==> config.mk <==
export PLATFORM = sky130hd
export DESIGN_NAME = two_axis_stepper_rotor_positioner_core
export DESIGN_NICKNAME = d
export VERILOG_FILES = /design/src/design/tasrp_pkg.sv /design/src/design/tasrp_serial_mul.sv /design/src/design/tasrp_serial_div.sv /design/src/design/two_axis_stepper_rotor_positioner_core.sv
export SDC_FILE = /design/constraint.sdc
export NUM_CORES = 2
export LEC_CHECK = 0
export BUFFER_PORTS_ARGS = -buffer_cell sky130_fd_sc_hd__buf_2
export CAP_MARGIN = 20
export CORE_MARGIN = 2
export CORE_UTILIZATION = 40
export DETAILED_ROUTE_END_ITERATION = 10
export PLACE_DENSITY = 0.57
export SLEW_MARGIN = 5
export SYNTH_ARGS = -nofsm -noshare
export SYNTH_HDL_FRONTEND = slang
export SYNTH_HIERARCHICAL = 1
export SYNTH_SLANG_ARGS = --single-unit
==> constraint.sdc <==
create_clock -name clk_i -period 11.85 [get_ports clk_i]
set_input_delay 2.37 -clock clk_i [delete_from_list [all_inputs] [get_ports clk_i]]
set_output_delay 2.37 -clock clk_i [all_outputs]
set_load 0.03 [all_outputs]
==> src/design/tasrp_pkg.sv <==
`timescale 1ns / 1ps
// ----------------------------------------------------------------------------
// tasrp_pkg
// Shared types, constants and helpers of the two-axis rotor positioner.
// ----------------------------------------------------------------------------
package tasrp_pkg;

  localparam int FracBits = 22;
  localparam int InShift  = FracBits - 6;
  // angles carry guard bits: a move may run from -180 to +540 degrees
  localparam int AngW     = FracBits + 12;
  localparam int IncW     = FracBits + 10;
  localparam int DegW     = FracBits + 8;
  localparam int SprW     = 16;
  localparam int GearW    = 8;
  localparam int ProdW    = DegW + SprW;
  localparam int FullW    = FracBits + 9;
  // 360 << FracBits equals 45 << (FracBits + 3)
  localparam int FullShift = FracBits + 3;
  localparam int Q45W     = ProdW - FullShift;
  localparam int DvdW     = (FullW > Q45W) ? FullW : Q45W;
  localparam int DsrW     = SprW + GearW;
  localparam int DivCntW  = $clog2(DvdW + 1);
  localparam int MulCntW  = $clog2(SprW + 1);

  localparam logic [AngW-1:0] FullAng  = AngW'(64'd360 << FracBits);
  localparam logic [AngW-1:0] HalfAng  = AngW'(64'd180 << FracBits);
  localparam logic [AngW-1:0] QuartAng = AngW'(64'd90 << FracBits);
  localparam logic [DsrW-1:0] FullDiv  = DsrW'(45);

  localparam logic [14:0] MaxTgtAz = 15'd23040;
  localparam logic [12:0] MaxTgtEl = 13'd5760;

  typedef enum logic [1:0] {
    FuncTick     = 2'd0,
    FuncMoveBoth = 2'd1,
    FuncMoveAz   = 2'd2,
    FuncMoveEl   = 2'd3
  } func_e;

  typedef enum logic [1:0] {
    StatOk       = 2'd0,
    StatRejected = 2'd1,
    StatAborted  = 2'd2,
    StatUnused   = 2'd3
  } status_e;

  typedef enum logic [2:0] {
    RegSprAz  = 3'd0,
    RegSprEl  = 3'd1,
    RegGearAz = 3'd2,
    RegGearEl = 3'd3,
    RegCcwAz  = 3'd4,
    RegCcwEl  = 3'd5,
    RegPeriod = 3'd6,
    RegNone   = 3'd7
  } reg_e;

  // fold an angle that lies within one turn of the range back into 0..maxv
  function automatic logic signed [AngW-1:0] wrap_ang(input logic signed [AngW-1:0] v,
                                                      input logic [AngW-1:0] maxv);
    logic signed [AngW-1:0] m;
    m = $signed(maxv);
    if (v < 0) begin
      wrap_ang = v + m;
    end else if (v > m) begin
      wrap_ang = v - m;
    end else begin
      wrap_ang = v;
    end
  endfunction

endpackage

==> src/design/tasrp_serial_mul.sv <==
`timescale 1ns / 1ps
// ----------------------------------------------------------------------------
// tasrp_serial_mul
// Shift-add multiplier, one multiplier bit per cycle, MSB first.
// ----------------------------------------------------------------------------
module tasrp_serial_mul
  import tasrp_pkg::*;
(
  input  logic             clk_i,
  input  logic             rst_ni,
  input  logic             start_i,
  input  logic [DegW-1:0]  mcand_i,
  input  logic [SprW-1:0]  mplier_i,
  output logic             done_o,
  output logic [ProdW-1:0] prod_o
);

  logic [ProdW-1:0]   acc_q, acc_d;
  logic [DegW-1:0]    mcand_q, mcand_d;
  logic [SprW-1:0]    mplier_q, mplier_d;
  logic [MulCntW-1:0] cnt_q, cnt_d;
  logic               busy_q, busy_d;
  logic               done_q, done_d;

  always_comb begin
    acc_d    = acc_q;
    mcand_d  = mcand_q;
    mplier_d = mplier_q;
    cnt_d    = cnt_q;
    busy_d   = busy_q;
    done_d   = 1'b0;
    if (start_i) begin
      acc_d    = '0;
      mcand_d  = mcand_i;
      mplier_d = mplier_i;
      cnt_d    = MulCntW'(SprW);
      busy_d   = 1'b1;
    end else if (busy_q) begin
      acc_d    = (acc_q << 1) + (mplier_q[SprW-1] ? ProdW'(mcand_q) : '0);
      mplier_d = mplier_q << 1;
      cnt_d    = cnt_q - 1'b1;
      if (cnt_q == MulCntW'(1)) begin
        busy_d = 1'b0;
        done_d = 1'b1;
      end
    end
  end

  always_ff @(posedge clk_i or negedge rst_ni) begin
    if (!rst_ni) begin
      acc_q    <= '0;
      mcand_q  <= '0;
      mplier_q <= '0;
      cnt_q    <= '0;
      busy_q   <= 1'b0;
      done_q   <= 1'b0;
    end else begin
      acc_q    <= acc_d;
      mcand_q  <= mcand_d;
      mplier_q <= mplier_d;
      cnt_q    <= cnt_d;
      busy_q   <= busy_d;
      done_q   <= done_d;
    end
  end

  assign done_o = done_q;
  assign prod_o = acc_q;

endmodule

==> src/design/tasrp_serial_div.sv <==
`timescale 1ns / 1ps
// ----------------------------------------------------------------------------
// tasrp_serial_div
// Restoring divider, one quotient bit per cycle.
// ----------------------------------------------------------------------------
module tasrp_serial_div
  import tasrp_pkg::*;
(
  input  logic            clk_i,
  input  logic            rst_ni,
  input  logic            start_i,
  input  logic [DvdW-1:0] dividend_i,
  input  logic [DsrW-1:0] divisor_i,
  output logic            done_o,
  output logic [DvdW-1:0] quo_o
);

  logic [DsrW-1:0]    rem_q, rem_d;
  logic [DvdW-1:0]    quo_q, quo_d;
  logic [DsrW-1:0]    dsr_q, dsr_d;
  logic [DivCntW-1:0] cnt_q, cnt_d;
  logic               busy_q, busy_d;
  logic               done_q, done_d;
  logic [DsrW:0]      trial;

  always_comb begin
    rem_d  = rem_q;
    quo_d  = quo_q;
    dsr_d  = dsr_q;
    cnt_d  = cnt_q;
    busy_d = busy_q;
    done_d = 1'b0;
    trial  = {rem_q, quo_q[DvdW-1]};
    if (start_i) begin
      rem_d  = '0;
      quo_d  = dividend_i;
      dsr_d  = divisor_i;
      cnt_d  = DivCntW'(DvdW);
      busy_d = 1'b1;
    end else if (busy_q) begin
      if (trial >= {1'b0, dsr_q}) begin
        rem_d = DsrW'(trial - {1'b0, dsr_q});
        quo_d = {quo_q[DvdW-2:0], 1'b1};
      end else begin
        rem_d = DsrW'(trial);
        quo_d = {quo_q[DvdW-2:0], 1'b0};
      end
      cnt_d = cnt_q - 1'b1;
      if (cnt_q == DivCntW'(1)) begin
        busy_d = 1'b0;
        done_d = 1'b1;
      end
    end
  end

  always_ff @(posedge clk_i or negedge rst_ni) begin
    if (!rst_ni) begin
      rem_q  <= '0;
      quo_q  <= '0;
      dsr_q  <= '0;
      cnt_q  <= '0;
      busy_q <= 1'b0;
      done_q <= 1'b0;
    end else begin
      rem_q  <= rem_d;
      quo_q  <= quo_d;
      dsr_q  <= dsr_d;
      cnt_q  <= cnt_d;
      busy_q <= busy_d;
      done_q <= done_d;
    end
  end

  assign done_o = done_q;
  assign quo_o  = quo_q;

endmodule

==> src/design/two_axis_stepper_rotor_positioner_core.sv <==
`timescale 1ns / 1ps
// ----------------------------------------------------------------------------
// two_axis_stepper_rotor_positioner_core
// Azimuth/elevation step/direction positioner with bit-serial move planning.
// ----------------------------------------------------------------------------
// One item is taken at a time and gives one result item. A move item is
// planned axis by axis through one shared shift-add multiplier and one shared
// restoring divider, two divisions per planned axis; an axis that needs no
// steps skips the multiplier and the divider, and one whose step count comes
// out zero skips the second division. The next item is taken once the result
// has been taken.
// ----------------------------------------------------------------------------
module two_axis_stepper_rotor_positioner_core
  import tasrp_pkg::*;
(
  input  logic        clk_i,
  input  logic        rst_ni,
  input  logic        cfg_valid_i,
  output logic        cfg_ready_o,
  input  logic [2:0]  cfg_index_i,
  input  logic [15:0] cfg_data_i,
  input  logic        in_valid_i,
  output logic        in_ready_o,
  input  logic [1:0]  func_i,
  input  logic [14:0] target_az_i,
  input  logic [12:0] target_el_i,
  input  logic        port_ready_i,
  output logic        out_valid_o,
  input  logic        out_ready_i,
  output logic        step_az_o,
  output logic        dir_az_o,
  output logic        step_el_o,
  output logic        dir_el_o,
  output logic        moving_o,
  output logic [1:0]  status_o,
  output logic [14:0] position_az_o,
  output logic [12:0] position_el_o
);

  typedef enum logic [6:0] {
    SIdle   = 7'b0000001,
    SPlan   = 7'b0000010,
    SMul    = 7'b0000100,
    SDiv45  = 7'b0001000,
    SDivInc = 7'b0010000,
    SCommit = 7'b0100000,
    SReport = 7'b1000000
  } state_e;

  state_e state_q, state_d;

  // configuration
  logic [SprW-1:0]  spr_az_q, spr_el_q;
  logic [GearW-1:0] gear_az_q, gear_el_q;
  logic             ccw_az_q, ccw_el_q;
  logic [15:0]      period_q;

  // motion state
  logic signed [AngW-1:0] ang_az_q, ang_az_d, ang_el_q, ang_el_d;
  logic signed [IncW-1:0] inc_az_q, inc_az_d, inc_el_q, inc_el_d;
  logic [15:0]            rem_az_q, rem_az_d, rem_el_q, rem_el_d;
  logic [1:0]             dir_q, dir_d;
  logic                   busy_q, busy_d;
  logic [15:0]            tick_q, tick_d;

  // move planning
  logic [1:0]             func_q, func_d;
  logic [14:0]            taz_q, taz_d;
  logic [12:0]            tel_q, tel_d;
  logic                   axis_el_q, axis_el_d;
  logic [15:0]            saz_q, saz_d, sel_q, sel_d;
  logic signed [IncW-1:0] iaz_q, iaz_d, iel_q, iel_d;
  logic                   daz_q, daz_d, del_q, del_d;
  logic                   neg_q, neg_d, dirn_q, dirn_d;

  // per-item result
  logic    paz_q, paz_d, pel_q, pel_d, wrap_q, wrap_d;
  status_e stat_q, stat_d;

  // output register
  logic        out_valid_q, out_valid_d;
  logic        o_step_az_q, o_step_el_q, o_dir_az_q, o_dir_el_q, o_moving_q;
  logic [1:0]  o_status_q;
  logic [14:0] o_pos_az_q;
  logic [12:0] o_pos_el_q;

  logic                   in_acc;
  logic [14:0]            taz_sat;
  logic [12:0]            tel_sat;
  logic [15:0]            rem_az_n, rem_el_n;
  logic signed [AngW-1:0] cur_s;
  logic [AngW-1:0]        cur_u, pos_u, diff, degs;
  logic                   lt, far, fwd, skip;
  logic [SprW-1:0]        spr_c;
  logic [GearW-1:0]       gear_c;
  logic                   ccw_c;
  logic [DvdW+GearW-1:0]  stp_prod;
  logic [15:0]            steps;
  logic signed [IncW-1:0] inc_mag;
  logic signed [AngW-1:0] wr_az, wr_el;

  logic             mul_start, mul_done;
  logic [ProdW-1:0] mul_prod;
  logic             div_start, div_done;
  logic [DvdW-1:0]  div_dvd, div_quo;
  logic [DsrW-1:0]  div_dsr;

  assign in_acc      = in_valid_i && in_ready_o;
  assign in_ready_o  = (state_q == SIdle) && !out_valid_q;
  assign cfg_ready_o = 1'b1;

  assign taz_sat = (target_az_i > MaxTgtAz) ? MaxTgtAz : target_az_i;
  assign tel_sat = (target_el_i > MaxTgtEl) ? MaxTgtEl : target_el_i;

  assign rem_az_n = rem_az_q - 16'(rem_az_q != '0);
  assign rem_el_n = rem_el_q - 16'(rem_el_q != '0);

  // axis under planning
  always_comb begin
    cur_s  = axis_el_q ? ang_el_q : ang_az_q;
    spr_c  = axis_el_q ? spr_el_q : spr_az_q;
    gear_c = axis_el_q ? gear_el_q : gear_az_q;
    ccw_c  = axis_el_q ? ccw_el_q : ccw_az_q;
    cur_u  = $unsigned(cur_s);
    pos_u  = axis_el_q ? (AngW'(tel_q) << InShift) : (AngW'(taz_q) << InShift);
    lt     = cur_u < pos_u;
    diff   = lt ? (pos_u - cur_u) : (cur_u - pos_u);
    // take the shorter way round
    far    = diff > HalfAng;
    degs   = far ? (FullAng - diff) : diff;
    fwd    = lt ^ far;
    skip   = (pos_u == cur_u) || (spr_c == '0) || (gear_c == '0);
  end

  assign stp_prod = div_quo * gear_c;
  assign steps    = (stp_prod > (DvdW+GearW)'(spr_c)) ? spr_c : stp_prod[15:0];
  assign inc_mag  = $signed(IncW'(div_quo));

  assign wr_az = wrap_ang(ang_az_q, FullAng);
  assign wr_el = wrap_ang(ang_el_q, QuartAng);

  always_comb begin
    state_d     = state_q;
    ang_az_d    = ang_az_q;
    ang_el_d    = ang_el_q;
    inc_az_d    = inc_az_q;
    inc_el_d    = inc_el_q;
    rem_az_d    = rem_az_q;
    rem_el_d    = rem_el_q;
    dir_d       = dir_q;
    busy_d      = busy_q;
    tick_d      = tick_q;
    func_d      = func_q;
    taz_d       = taz_q;
    tel_d       = tel_q;
    axis_el_d   = axis_el_q;
    saz_d       = saz_q;
    sel_d       = sel_q;
    iaz_d       = iaz_q;
    iel_d       = iel_q;
    daz_d       = daz_q;
    del_d       = del_q;
    neg_d       = neg_q;
    dirn_d      = dirn_q;
    paz_d       = paz_q;
    pel_d       = pel_q;
    wrap_d      = wrap_q;
    stat_d      = stat_q;
    out_valid_d = out_valid_q && !out_ready_i;
    mul_start   = 1'b0;
    div_start   = 1'b0;
    div_dvd     = DvdW'(mul_prod >> FullShift);
    div_dsr     = FullDiv;

    case (state_q)
      SIdle: begin
        if (in_acc) begin
          paz_d   = 1'b0;
          pel_d   = 1'b0;
          wrap_d  = 1'b0;
          stat_d  = StatOk;
          state_d = SReport;
          if (func_i == FuncTick) begin
            if (busy_q) begin
              if (!port_ready_i) begin
                stat_d   = StatAborted;
                busy_d   = 1'b0;
                rem_az_d = '0;
                rem_el_d = '0;
                wrap_d   = 1'b1;
              end else if (tick_q != '0) begin
                tick_d = tick_q - 1'b1;
              end else begin
                if (rem_az_q != '0) begin
                  ang_az_d = ang_az_q + AngW'(inc_az_q);
                  paz_d    = 1'b1;
                end
                if (rem_el_q != '0) begin
                  ang_el_d = ang_el_q + AngW'(inc_el_q);
                  pel_d    = 1'b1;
                end
                rem_az_d = rem_az_n;
                rem_el_d = rem_el_n;
                tick_d   = (period_q == '0) ? '0 : period_q - 1'b1;
                // end the move on its last real pulse
                if (rem_az_n == '0 && rem_el_n == '0) begin
                  busy_d = 1'b0;
                  wrap_d = 1'b1;
                end
              end
            end
          end else if (busy_q) begin
            stat_d = StatRejected;
          end else begin
            func_d    = func_i;
            taz_d     = taz_sat;
            tel_d     = tel_sat;
            saz_d     = '0;
            sel_d     = '0;
            axis_el_d = (func_i == FuncMoveEl);
            state_d   = SPlan;
          end
        end
      end
      SPlan: begin
        if (skip) begin
          if (!axis_el_q && func_q == FuncMoveBoth) begin
            axis_el_d = 1'b1;
          end else begin
            state_d = SCommit;
          end
        end else begin
          mul_start = 1'b1;
          neg_d     = !fwd;
          dirn_d    = fwd ? ccw_c : !ccw_c;
          state_d   = SMul;
        end
      end
      SMul: begin
        if (mul_done) begin
          div_start = 1'b1;
          state_d   = SDiv45;
        end
      end
      SDiv45: begin
        if (div_done) begin
          if (axis_el_q) begin
            sel_d = steps;
          end else begin
            saz_d = steps;
          end
          if (steps == '0) begin
            if (!axis_el_q && func_q == FuncMoveBoth) begin
              axis_el_d = 1'b1;
              state_d   = SPlan;
            end else begin
              state_d = SCommit;
            end
          end else begin
            div_start = 1'b1;
            div_dvd   = DvdW'(FullAng);
            div_dsr   = spr_c * gear_c;
            state_d   = SDivInc;
          end
        end
      end
      SDivInc: begin
        if (div_done) begin
          if (axis_el_q) begin
            iel_d = neg_q ? -inc_mag : inc_mag;
            del_d = dirn_q;
          end else begin
            iaz_d = neg_q ? -inc_mag : inc_mag;
            daz_d = dirn_q;
          end
          if (!axis_el_q && func_q == FuncMoveBoth) begin
            axis_el_d = 1'b1;
            state_d   = SPlan;
          end else begin
            state_d = SCommit;
          end
        end
      end
      SCommit: begin
        if (saz_q != '0) begin
          inc_az_d = iaz_q;
          dir_d[0] = daz_q;
        end
        if (sel_q != '0) begin
          inc_el_d = iel_q;
          dir_d[1] = del_q;
        end
        rem_az_d = saz_q;
        rem_el_d = sel_q;
        if (saz_q != '0 || sel_q != '0) begin
          busy_d = 1'b1;
          tick_d = '0;
        end
        state_d = SReport;
      end
      SReport: begin
        if (wrap_q) begin
          ang_az_d = wr_az;
          ang_el_d = wr_el;
        end
        out_valid_d = 1'b1;
        state_d     = SIdle;
      end
      default: begin
        state_d = SIdle;
      end
    endcase
  end

  always_ff @(posedge clk_i or negedge rst_ni) begin
    if (!rst_ni) begin
      spr_az_q  <= 16'd200;
      spr_el_q  <= 16'd200;
      gear_az_q <= 8'd1;
      gear_el_q <= 8'd1;
      ccw_az_q  <= 1'b0;
      ccw_el_q  <= 1'b0;
      period_q  <= 16'd50;
    end else if (cfg_valid_i && cfg_ready_o) begin
      case (cfg_index_i)
        RegSprAz:  spr_az_q  <= cfg_data_i;
        RegSprEl:  spr_el_q  <= cfg_data_i;
        RegGearAz: gear_az_q <= cfg_data_i[GearW-1:0];
        RegGearEl: gear_el_q <= cfg_data_i[GearW-1:0];
        RegCcwAz:  ccw_az_q  <= cfg_data_i[0];
        RegCcwEl:  ccw_el_q  <= cfg_data_i[0];
        RegPeriod: period_q  <= cfg_data_i;
        default: ;
      endcase
    end
  end

  always_ff @(posedge clk_i or negedge rst_ni) begin
    if (!rst_ni) begin
      state_q     <= SIdle;
      ang_az_q    <= '0;
      ang_el_q    <= '0;
      inc_az_q    <= '0;
      inc_el_q    <= '0;
      rem_az_q    <= '0;
      rem_el_q    <= '0;
      dir_q       <= '0;
      busy_q      <= 1'b0;
      tick_q      <= '0;
      func_q      <= FuncTick;
      taz_q       <= '0;
      tel_q       <= '0;
      axis_el_q   <= 1'b0;
      saz_q       <= '0;
      sel_q       <= '0;
      iaz_q       <= '0;
      iel_q       <= '0;
      daz_q       <= 1'b0;
      del_q       <= 1'b0;
      neg_q       <= 1'b0;
      dirn_q      <= 1'b0;
      paz_q       <= 1'b0;
      pel_q       <= 1'b0;
      wrap_q      <= 1'b0;
      stat_q      <= StatOk;
      out_valid_q <= 1'b0;
    end else begin
      state_q     <= state_d;
      ang_az_q    <= ang_az_d;
      ang_el_q    <= ang_el_d;
      inc_az_q    <= inc_az_d;
      inc_el_q    <= inc_el_d;
      rem_az_q    <= rem_az_d;
      rem_el_q    <= rem_el_d;
      dir_q       <= dir_d;
      busy_q      <= busy_d;
      tick_q      <= tick_d;
      func_q      <= func_d;
      taz_q       <= taz_d;
      tel_q       <= tel_d;
      axis_el_q   <= axis_el_d;
      saz_q       <= saz_d;
      sel_q       <= sel_d;
      iaz_q       <= iaz_d;
      iel_q       <= iel_d;
      daz_q       <= daz_d;
      del_q       <= del_d;
      neg_q       <= neg_d;
      dirn_q      <= dirn_d;
      paz_q       <= paz_d;
      pel_q       <= pel_d;
      wrap_q      <= wrap_d;
      stat_q      <= stat_d;
      out_valid_q <= out_valid_d;
    end
  end

  // result payload, loaded once the state of the item is settled
  always_ff @(posedge clk_i) begin
    if (state_q == SReport) begin
      o_step_az_q <= paz_q;
      o_step_el_q <= pel_q;
      o_dir_az_q  <= dir_q[0];
      o_dir_el_q  <= dir_q[1];
      o_moving_q  <= busy_q;
      o_status_q  <= stat_q;
      o_pos_az_q  <= wr_az[InShift+14:InShift];
      o_pos_el_q  <= wr_el[InShift+12:InShift];
    end
  end

  tasrp_serial_mul u_mul (
    .clk_i    (clk_i),
    .rst_ni   (rst_ni),
    .start_i  (mul_start),
    .mcand_i  (degs[DegW-1:0]),
    .mplier_i (spr_c),
    .done_o   (mul_done),
    .prod_o   (mul_prod)
  );

  tasrp_serial_div u_div (
    .clk_i      (clk_i),
    .rst_ni     (rst_ni),
    .start_i    (div_start),
    .dividend_i (div_dvd),
    .divisor_i  (div_dsr),
    .done_o     (div_done),
    .quo_o      (div_quo)
  );

  assign out_valid_o   = out_valid_q;
  assign step_az_o     = o_step_az_q;
  assign step_el_o     = o_step_el_q;
  assign dir_az_o      = o_dir_az_q;
  assign dir_el_o      = o_dir_el_q;
  assign moving_o      = o_moving_q;
  assign status_o      = o_status_q;
  assign position_az_o = o_pos_az_q;
  assign position_el_o = o_pos_el_q;

endmodule

* After elaboration in Yosys (flattened, before gate mapping)
Index checks and enable logic that the tools add are counted.
** Word-level totals
- Output and inout port bits :: 38
- Register bits :: 613
- Word-level logic and storage cells :: 337
- Input port bits :: 55
** Operators by class
- Order comparisons :: 10
- Equality and inequality tests :: 40
- Bitwise logic cells :: 5
- Add/subtract/negate cells :: 18
- Multipliers :: 2
- Reduce and logical (&&, ||, !) cells :: 57
- Muxes and demuxes :: 148
** Operators with widths (number)
- $mux W34 :: 20
- $mux W16 :: 28
- $mux W31 :: 6
- $pmux W16 S2 :: 5
- $mux W24 :: 6
- $pmux W34 S2 :: 2
- $mux W46 :: 2
- $logic_not A16 Y1 :: 5
- $reduce_bool A16 Y1 :: 5
- $add A34 B32 Y34 :: 2
- $gt A34 B30 Y1 const B :: 2
- $lt A34 B1 Y1 const B :: 2
- $mux W7 :: 9
- $mux W30 :: 2
- $mux W1 :: 52
- $add A46 B46 Y46 :: 1
- $pmux W7 S6 :: 1
- $gt A39 B16 Y1 :: 1
- $mul A31 B8 Y39 :: 1
- $add A34 B30 Y34 const B :: 1
- $add A34 B32 Y34 const B :: 1
- $eq A31 B34 Y1 :: 1
- $gt A34 B32 Y1 const B :: 1
- $lt A34 B31 Y1 :: 1
- 56 further kinds :: 123

* Longest topological paths before layout
- Depth in word-level cells :: 11
- Depth in mapped cells :: 43
- Mapped depth without buffers :: 33

* Modules after synthesis
The synthesis kept the hierarchy.
** Modules (own cells, without submodules)
- two_axis_stepper_rotor_positioner_core :: cells an instance 4490, area each 39605.5 um2, instances 1, seq. area each 10900.5 um2
- tasrp_serial_mul :: cells an instance 658, area each 6178.4 um2, instances 1, seq. area each 2477.4 um2
- tasrp_serial_div :: cells an instance 573, area each 5323.9 um2, instances 1, seq. area each 2152.1 um2

* Least setup slack after synthesis
No wires, ideal clock.
- Kind :: register to register
- Start :: reg axis_el_q
- End :: reg u_div.dsr_q[11]
- Arrival time :: 10.338 ns
- Data required time :: 11.716 ns
- Period minus slack after synthesis :: 10.472 ns
- Buffers on the path :: 13
- Setup slack :: 1.378 ns
- Library setup time :: 0.134 ns
- Stages on the path, launching flop included :: 41
- Path through :: dfrtp_1 buf_6 buf_8 buf_6 buf_12 buf_2 buf_2 buf_1 clkbuf_1 clkbuf_1 buf_1 mux2i_1 nor2_1 fa_1 fa_1 fa_1 inv_1 fa_1 [... 5 more ...] a31oi_1 xnor2_1 ha_1 a21o_1 a21o_1 a2111oi_0 a221oi_1 nor4_1 o2111ai_1 nand4b_1 nor4_2 a21oi_1 nor4_1 clkbuf_1 nand2b_1 clkbuf_1 clkbuf_1 o21ai_0
** Between the ends
- Longest elaborated chain between the ends :: 8
- Elaborated cells on any way between the ends :: 13
- Classes of those cells :: mul (2); order compare (1); mux (9); reduce/logical (1)
** Ends and longest elaborated chain
- from (decl) :: RTL line two_axis_stepper_rotor_positioner_core.sv:70 : logic axis_el_q, axis_el_d;
- from (signal assigned) :: RTL line two_axis_stepper_rotor_positioner_core.sv:381 : axis_el_q <= axis_el_d;
- $mux W8 :: RTL line two_axis_stepper_rotor_positioner_core.sv:122 : gear_c = axis_el_q ? gear_el_q : gear_az_q;
- $mul A31 B8 Y39 :: RTL line two_axis_stepper_rotor_positioner_core.sv:135 : assign stp_prod = div_quo * gear_c;
- $gt A39 B16 Y1 :: RTL line two_axis_stepper_rotor_positioner_core.sv:136 : assign steps = (stp_prod > (DvdW+GearW)'(spr_c)) ? spr_c : stp_prod[15:0];
- $mux W16 (*) :: RTL line two_axis_stepper_rotor_positioner_core.sv:136
- $logic_not A16 Y1 (*) :: RTL line two_axis_stepper_rotor_positioner_core.sv:252 : if (steps == '0) begin
- $mux W1 (*) :: RTL line two_axis_stepper_rotor_positioner_core.sv:252
- $mux W1 (*) :: RTL line two_axis_stepper_rotor_positioner_core.sv:246 : if (div_done) begin
- $pmux W1 S2 (*) :: RTL line two_axis_stepper_rotor_positioner_core.sv:175 : case (state_q)
- via div_start :: RTL line two_axis_stepper_rotor_positioner_core.sv:104 : logic div_start, div_done;
- to (signal assigned) :: RTL line tasrp_serial_div.sv:67 : dsr_q <= dsr_d;
- to (decl) :: RTL line tasrp_serial_div.sv:20 : logic [DsrW-1:0] dsr_q, dsr_d;
Mark *: on every way through the listed nets, which the timed path passes. The rest lies on a longest branch.
A chain may end at the register's enable or synchronous reset.

* Final worst setup path
- Start :: reg axis_el_q
- End :: reg u_div.quo_q[29], in the netlist u_div/quo_o[29]
** Between the ends
- Longest elaborated chain between the ends :: 9
- Elaborated cells on any way between the ends :: 11
- Classes of those cells :: mul (1); order compare (1); mux (7); reduce/logical (2)
** Ends and longest elaborated chain
- $mux W8 :: RTL line two_axis_stepper_rotor_positioner_core.sv:122
- $mul A31 B8 Y39 :: RTL line two_axis_stepper_rotor_positioner_core.sv:135
- $gt A39 B16 Y1 :: RTL line two_axis_stepper_rotor_positioner_core.sv:136
- $mux W16 (*) :: RTL line two_axis_stepper_rotor_positioner_core.sv:136
- $logic_not A16 Y1 (*) :: RTL line two_axis_stepper_rotor_positioner_core.sv:252
- $mux W1 (*) :: RTL line two_axis_stepper_rotor_positioner_core.sv:252
- $mux W1 (*) :: RTL line two_axis_stepper_rotor_positioner_core.sv:246
- $pmux W1 S2 (*) :: RTL line two_axis_stepper_rotor_positioner_core.sv:175
- via div_start :: RTL line two_axis_stepper_rotor_positioner_core.sv:104
- $mux W31 or $reduce_bool A2 Y1 (tied branches)
- to (signal assigned) :: RTL line tasrp_serial_div.sv:66 : quo_q <= quo_d;
- to (decl) :: RTL line tasrp_serial_div.sv:19 : logic [DvdW-1:0] quo_q, quo_d;
Marked as above.

==> metrics.txt <==
status complete, no violations; final hold violations 0; Synth area leaders dfrtp_1 (28%), fa_1 (10%), ha_1 (7.0%); initial core utilization about 40%; Worst setup SP type flip-flop; PwrDens between 200 and 300 nW/um^2; #FFs+latches synth between 600 and 700; share of cells above drive strength 1 about a tenth; register area share after synthesis a little under a third; largest net degree at the start of global routing around 150; part of the power in registers approximately 17%; Inserted Clock Buffers 72; drt initial violations ~3100; # IOs 93; drt total wl roughly 150000 um; min-delay worst type flip-flop to flip-flop; Setup CP Type flip-flop to flip-flop; Tmin final about 9900 ps; CTS Hold Bufs 0; final setup vio count 0; Cells after Synth 5721; DP HPWL around 110000 um; Max-slew headroom between 20% and 30%; pre-CTS setup slack around 1900 ps; routing usage on met1 30.62%; RSZ-0062 raised after global routing false; Area Overhead vs Synth 8.860%; NetSw around 8.4 mW; post-synthesis cell type count 124; CTS HTree Levels 3; Util after Layout a little over two fifths; CTS Sinks 613; # rows approximately 130; required time worst endpoint ~12000 ps; yosys warns 6; vias in the first global route roughly 41000; worst-path fanout max 62; Die H approximately 360 um; total power between 15 and 20 mW; Layout Skew 47.63 ps; Antenna Nets Post-Route 0; PortBufs 91; CTS tree yes; Max VDD drop approximately 0.00048 V; deepest clock path buffer count 3; final worst path period share 83.68%; Core ar. approximately 130000 sq um; ANT cells 0; max cap viols 0; Die ar. 130600 sq um; Post-synth top flop dfrtp_1; Pins Over Slew Limit 0; clk_lat worst skew 690 ps; Final WS setup between 1500 and 2000 ps; actual slew at the worst max-slew pin between 1000 and 1500 ps; Sw Share roughly half; clock power share 14.2%; vias per cell about 5.6; Post-Layout Cell Count between 7000 and 8000; via count between 40000 and 50000; M3 GR Usage under 10%; ys async rst share 94.29%; DRC 0; all-layer global routing usage a little under a quarter; Clk pin slew, worst setup/hold paths around 60 ps; critical path endpoint category flip-flop; most common cell in the netlist nand2_1; Largest stage delay, worst path 820 ps; R2R setup slack 1930 ps; Combinational Power Share 68.5%; Mapped Area about 51000 sq um; Lkg Pwr 26.27 nW; Post-CTS Resized 0; internal power 8.090 mW; first-pass GRT wire length between 200000 and 250000 um; post-synth top area cell dfrtp_1; Die Width around 360 um; Setup Fix Bufs, Post-CTS 0; 1st-pass router iterations 6; gr ovfl total 0; Inst Count DP approximately 7300; Layout Nets around 6300; Most common cell on crit path fa_1; CP arrival approximately 10000 ps; busiest grt layer met2; routed len/inst about 20 um; GPL Wtd Cong 0.8783; area share of the largest cell type after synthesis approximately 28%; root buf cell clkbuf_16; initial antenna violation count 1; syn_area_per_cell slightly below 9 sq um; Post-synth EDFFs 35; CP max-delay cell dfrtp_4; Max Clk Rate a little over 0.1 GHz; Sum Neg Setup Slack 0 ps; met2 global-route usage 38.99%; Post-synth top cells nand2_1 (636), dfrtp_1 (566), inv_1 (454)
metrics by stage:
stage / cell area [sq um] / hold slack [ps]
floorplan: 51130 / 419.4
global placement: 53090 / 432.7
detailed placement: 53090 / 438.1
CTS: 55560 / 453.2
global route: 55640 / 469.1
finish: 55640 / 451.6
kinds of logic (layout without fill, tap and decap cells):
kind of cell,count (synthesis),in the layout,share of synthesized area (%)
AND/OR/NAND/NOR,1880,1880,18.28
flip-flops,613,613,30.39
XOR/XNOR,255,255,4.370
multiplexers,349,349,7.362
AO/OA/AOI/OAI,1336,1336,16.56
buffers and inverters,738,759,5.756
adder cells (fa/ha/maj),548,548,17.28
other,2,7,0.01469
critical path: cells and delay by family, from the launching register on:
kind,cells,cell delay (ps)
AOI/OAI and AO/OA,11,2080
buffers and inverters,5,980
and+or+nand+nor,7,2040
DFF,1,820
xor gates and xnor gates,1,290
muxes,1,780
adders and majority gates,6,2740
worst paths after layout:
check,startpoint,cells past startpoint,end
worst max-delay path,axis_el_q,31,u_div/quo_o[29]
worst min-delay path,dir_q[0],0,dir_az_o
worst max register to register,axis_el_q,31,u_div/quo_o[29]
worst min register to register,dir_q[0],0,dir_az_o
max in group asynchronous,rst_ni,3,u_div/busy_q
min in group asynchronous,rst_ni,1,taz_q[14]
routing by layer:
layer  vias to the layer above  share of wire [%]
met2                       961                 48
met3                       221                4.2
li1                      19810                  -
met1                     20550                 44
met4                         0                3.6
met5                         -                  0
layout by cell type, fill, tap and decap left out, drive strengths merged, types with 104 or more instances in the layout:
master,instances
nand2,638
dfrtp,566
inv,457
o21ai,456
nor2,358
a21oi,332
ha,285
fa,263
and2,238
mux2,196
buf,169
mux2i,153
xnor2,143
xor2,112
nor3,108
clkbuf,104
power by group through the flow:
| stage | Combinational, mW | Clock [mW] | Sequential (mW) |
|---|---|---|---|
| 3_3_place_gp | 11.2 | 0 | 2.88 |
| 2_1_floorplan | 8.33 | 0 | 2.71 |
| 3_5_place_dp | 11.2 | 0 | 2.88 |
| 6_report | 11.3 | 2.35 | 2.86 |
| 5_1_grt | 12.7 | 2.49 | 2.91 |
| 4_1_cts | 11.3 | 2.41 | 2.85 |
layout make-up:
type / instances / area, sq um
tap: 1662 / 2079
clock inverter: 29 / 410.4
clock buffer: 104 / 2063
timing repair buffer: 169 / 1116
multi-input combinational: 4375 / 32710
fill: 12510 / 71560
inverter: 457 / 1717
sequential: 613 / 15540
sequential cells by signal (all words and copies together) (netlist names), 13 cells and up:
register / count
u_mul/mcand_q: 30
inc_el_q: 32
u_div/quo_o: 31
u_mul/mplier_q: 16
rem_el_q: 16
period_q: 16
iel_q: 32
inc_az_q: 32
saz_q: 16
position_el_o: 13
position_az_o: 15
u_mul/prod_o: 46
sel_q: 16
spr_el_q: 16
u_div/dsr_q: 24
tick_q: 16
iaz_q: 32
ang_el_q: 34
ang_az_q: 34
rem_az_q: 16
u_div/rem_q: 24
tel_q: 13
taz_q: 15
spr_az_q: 16
Power figures use the tool's default switching activity.
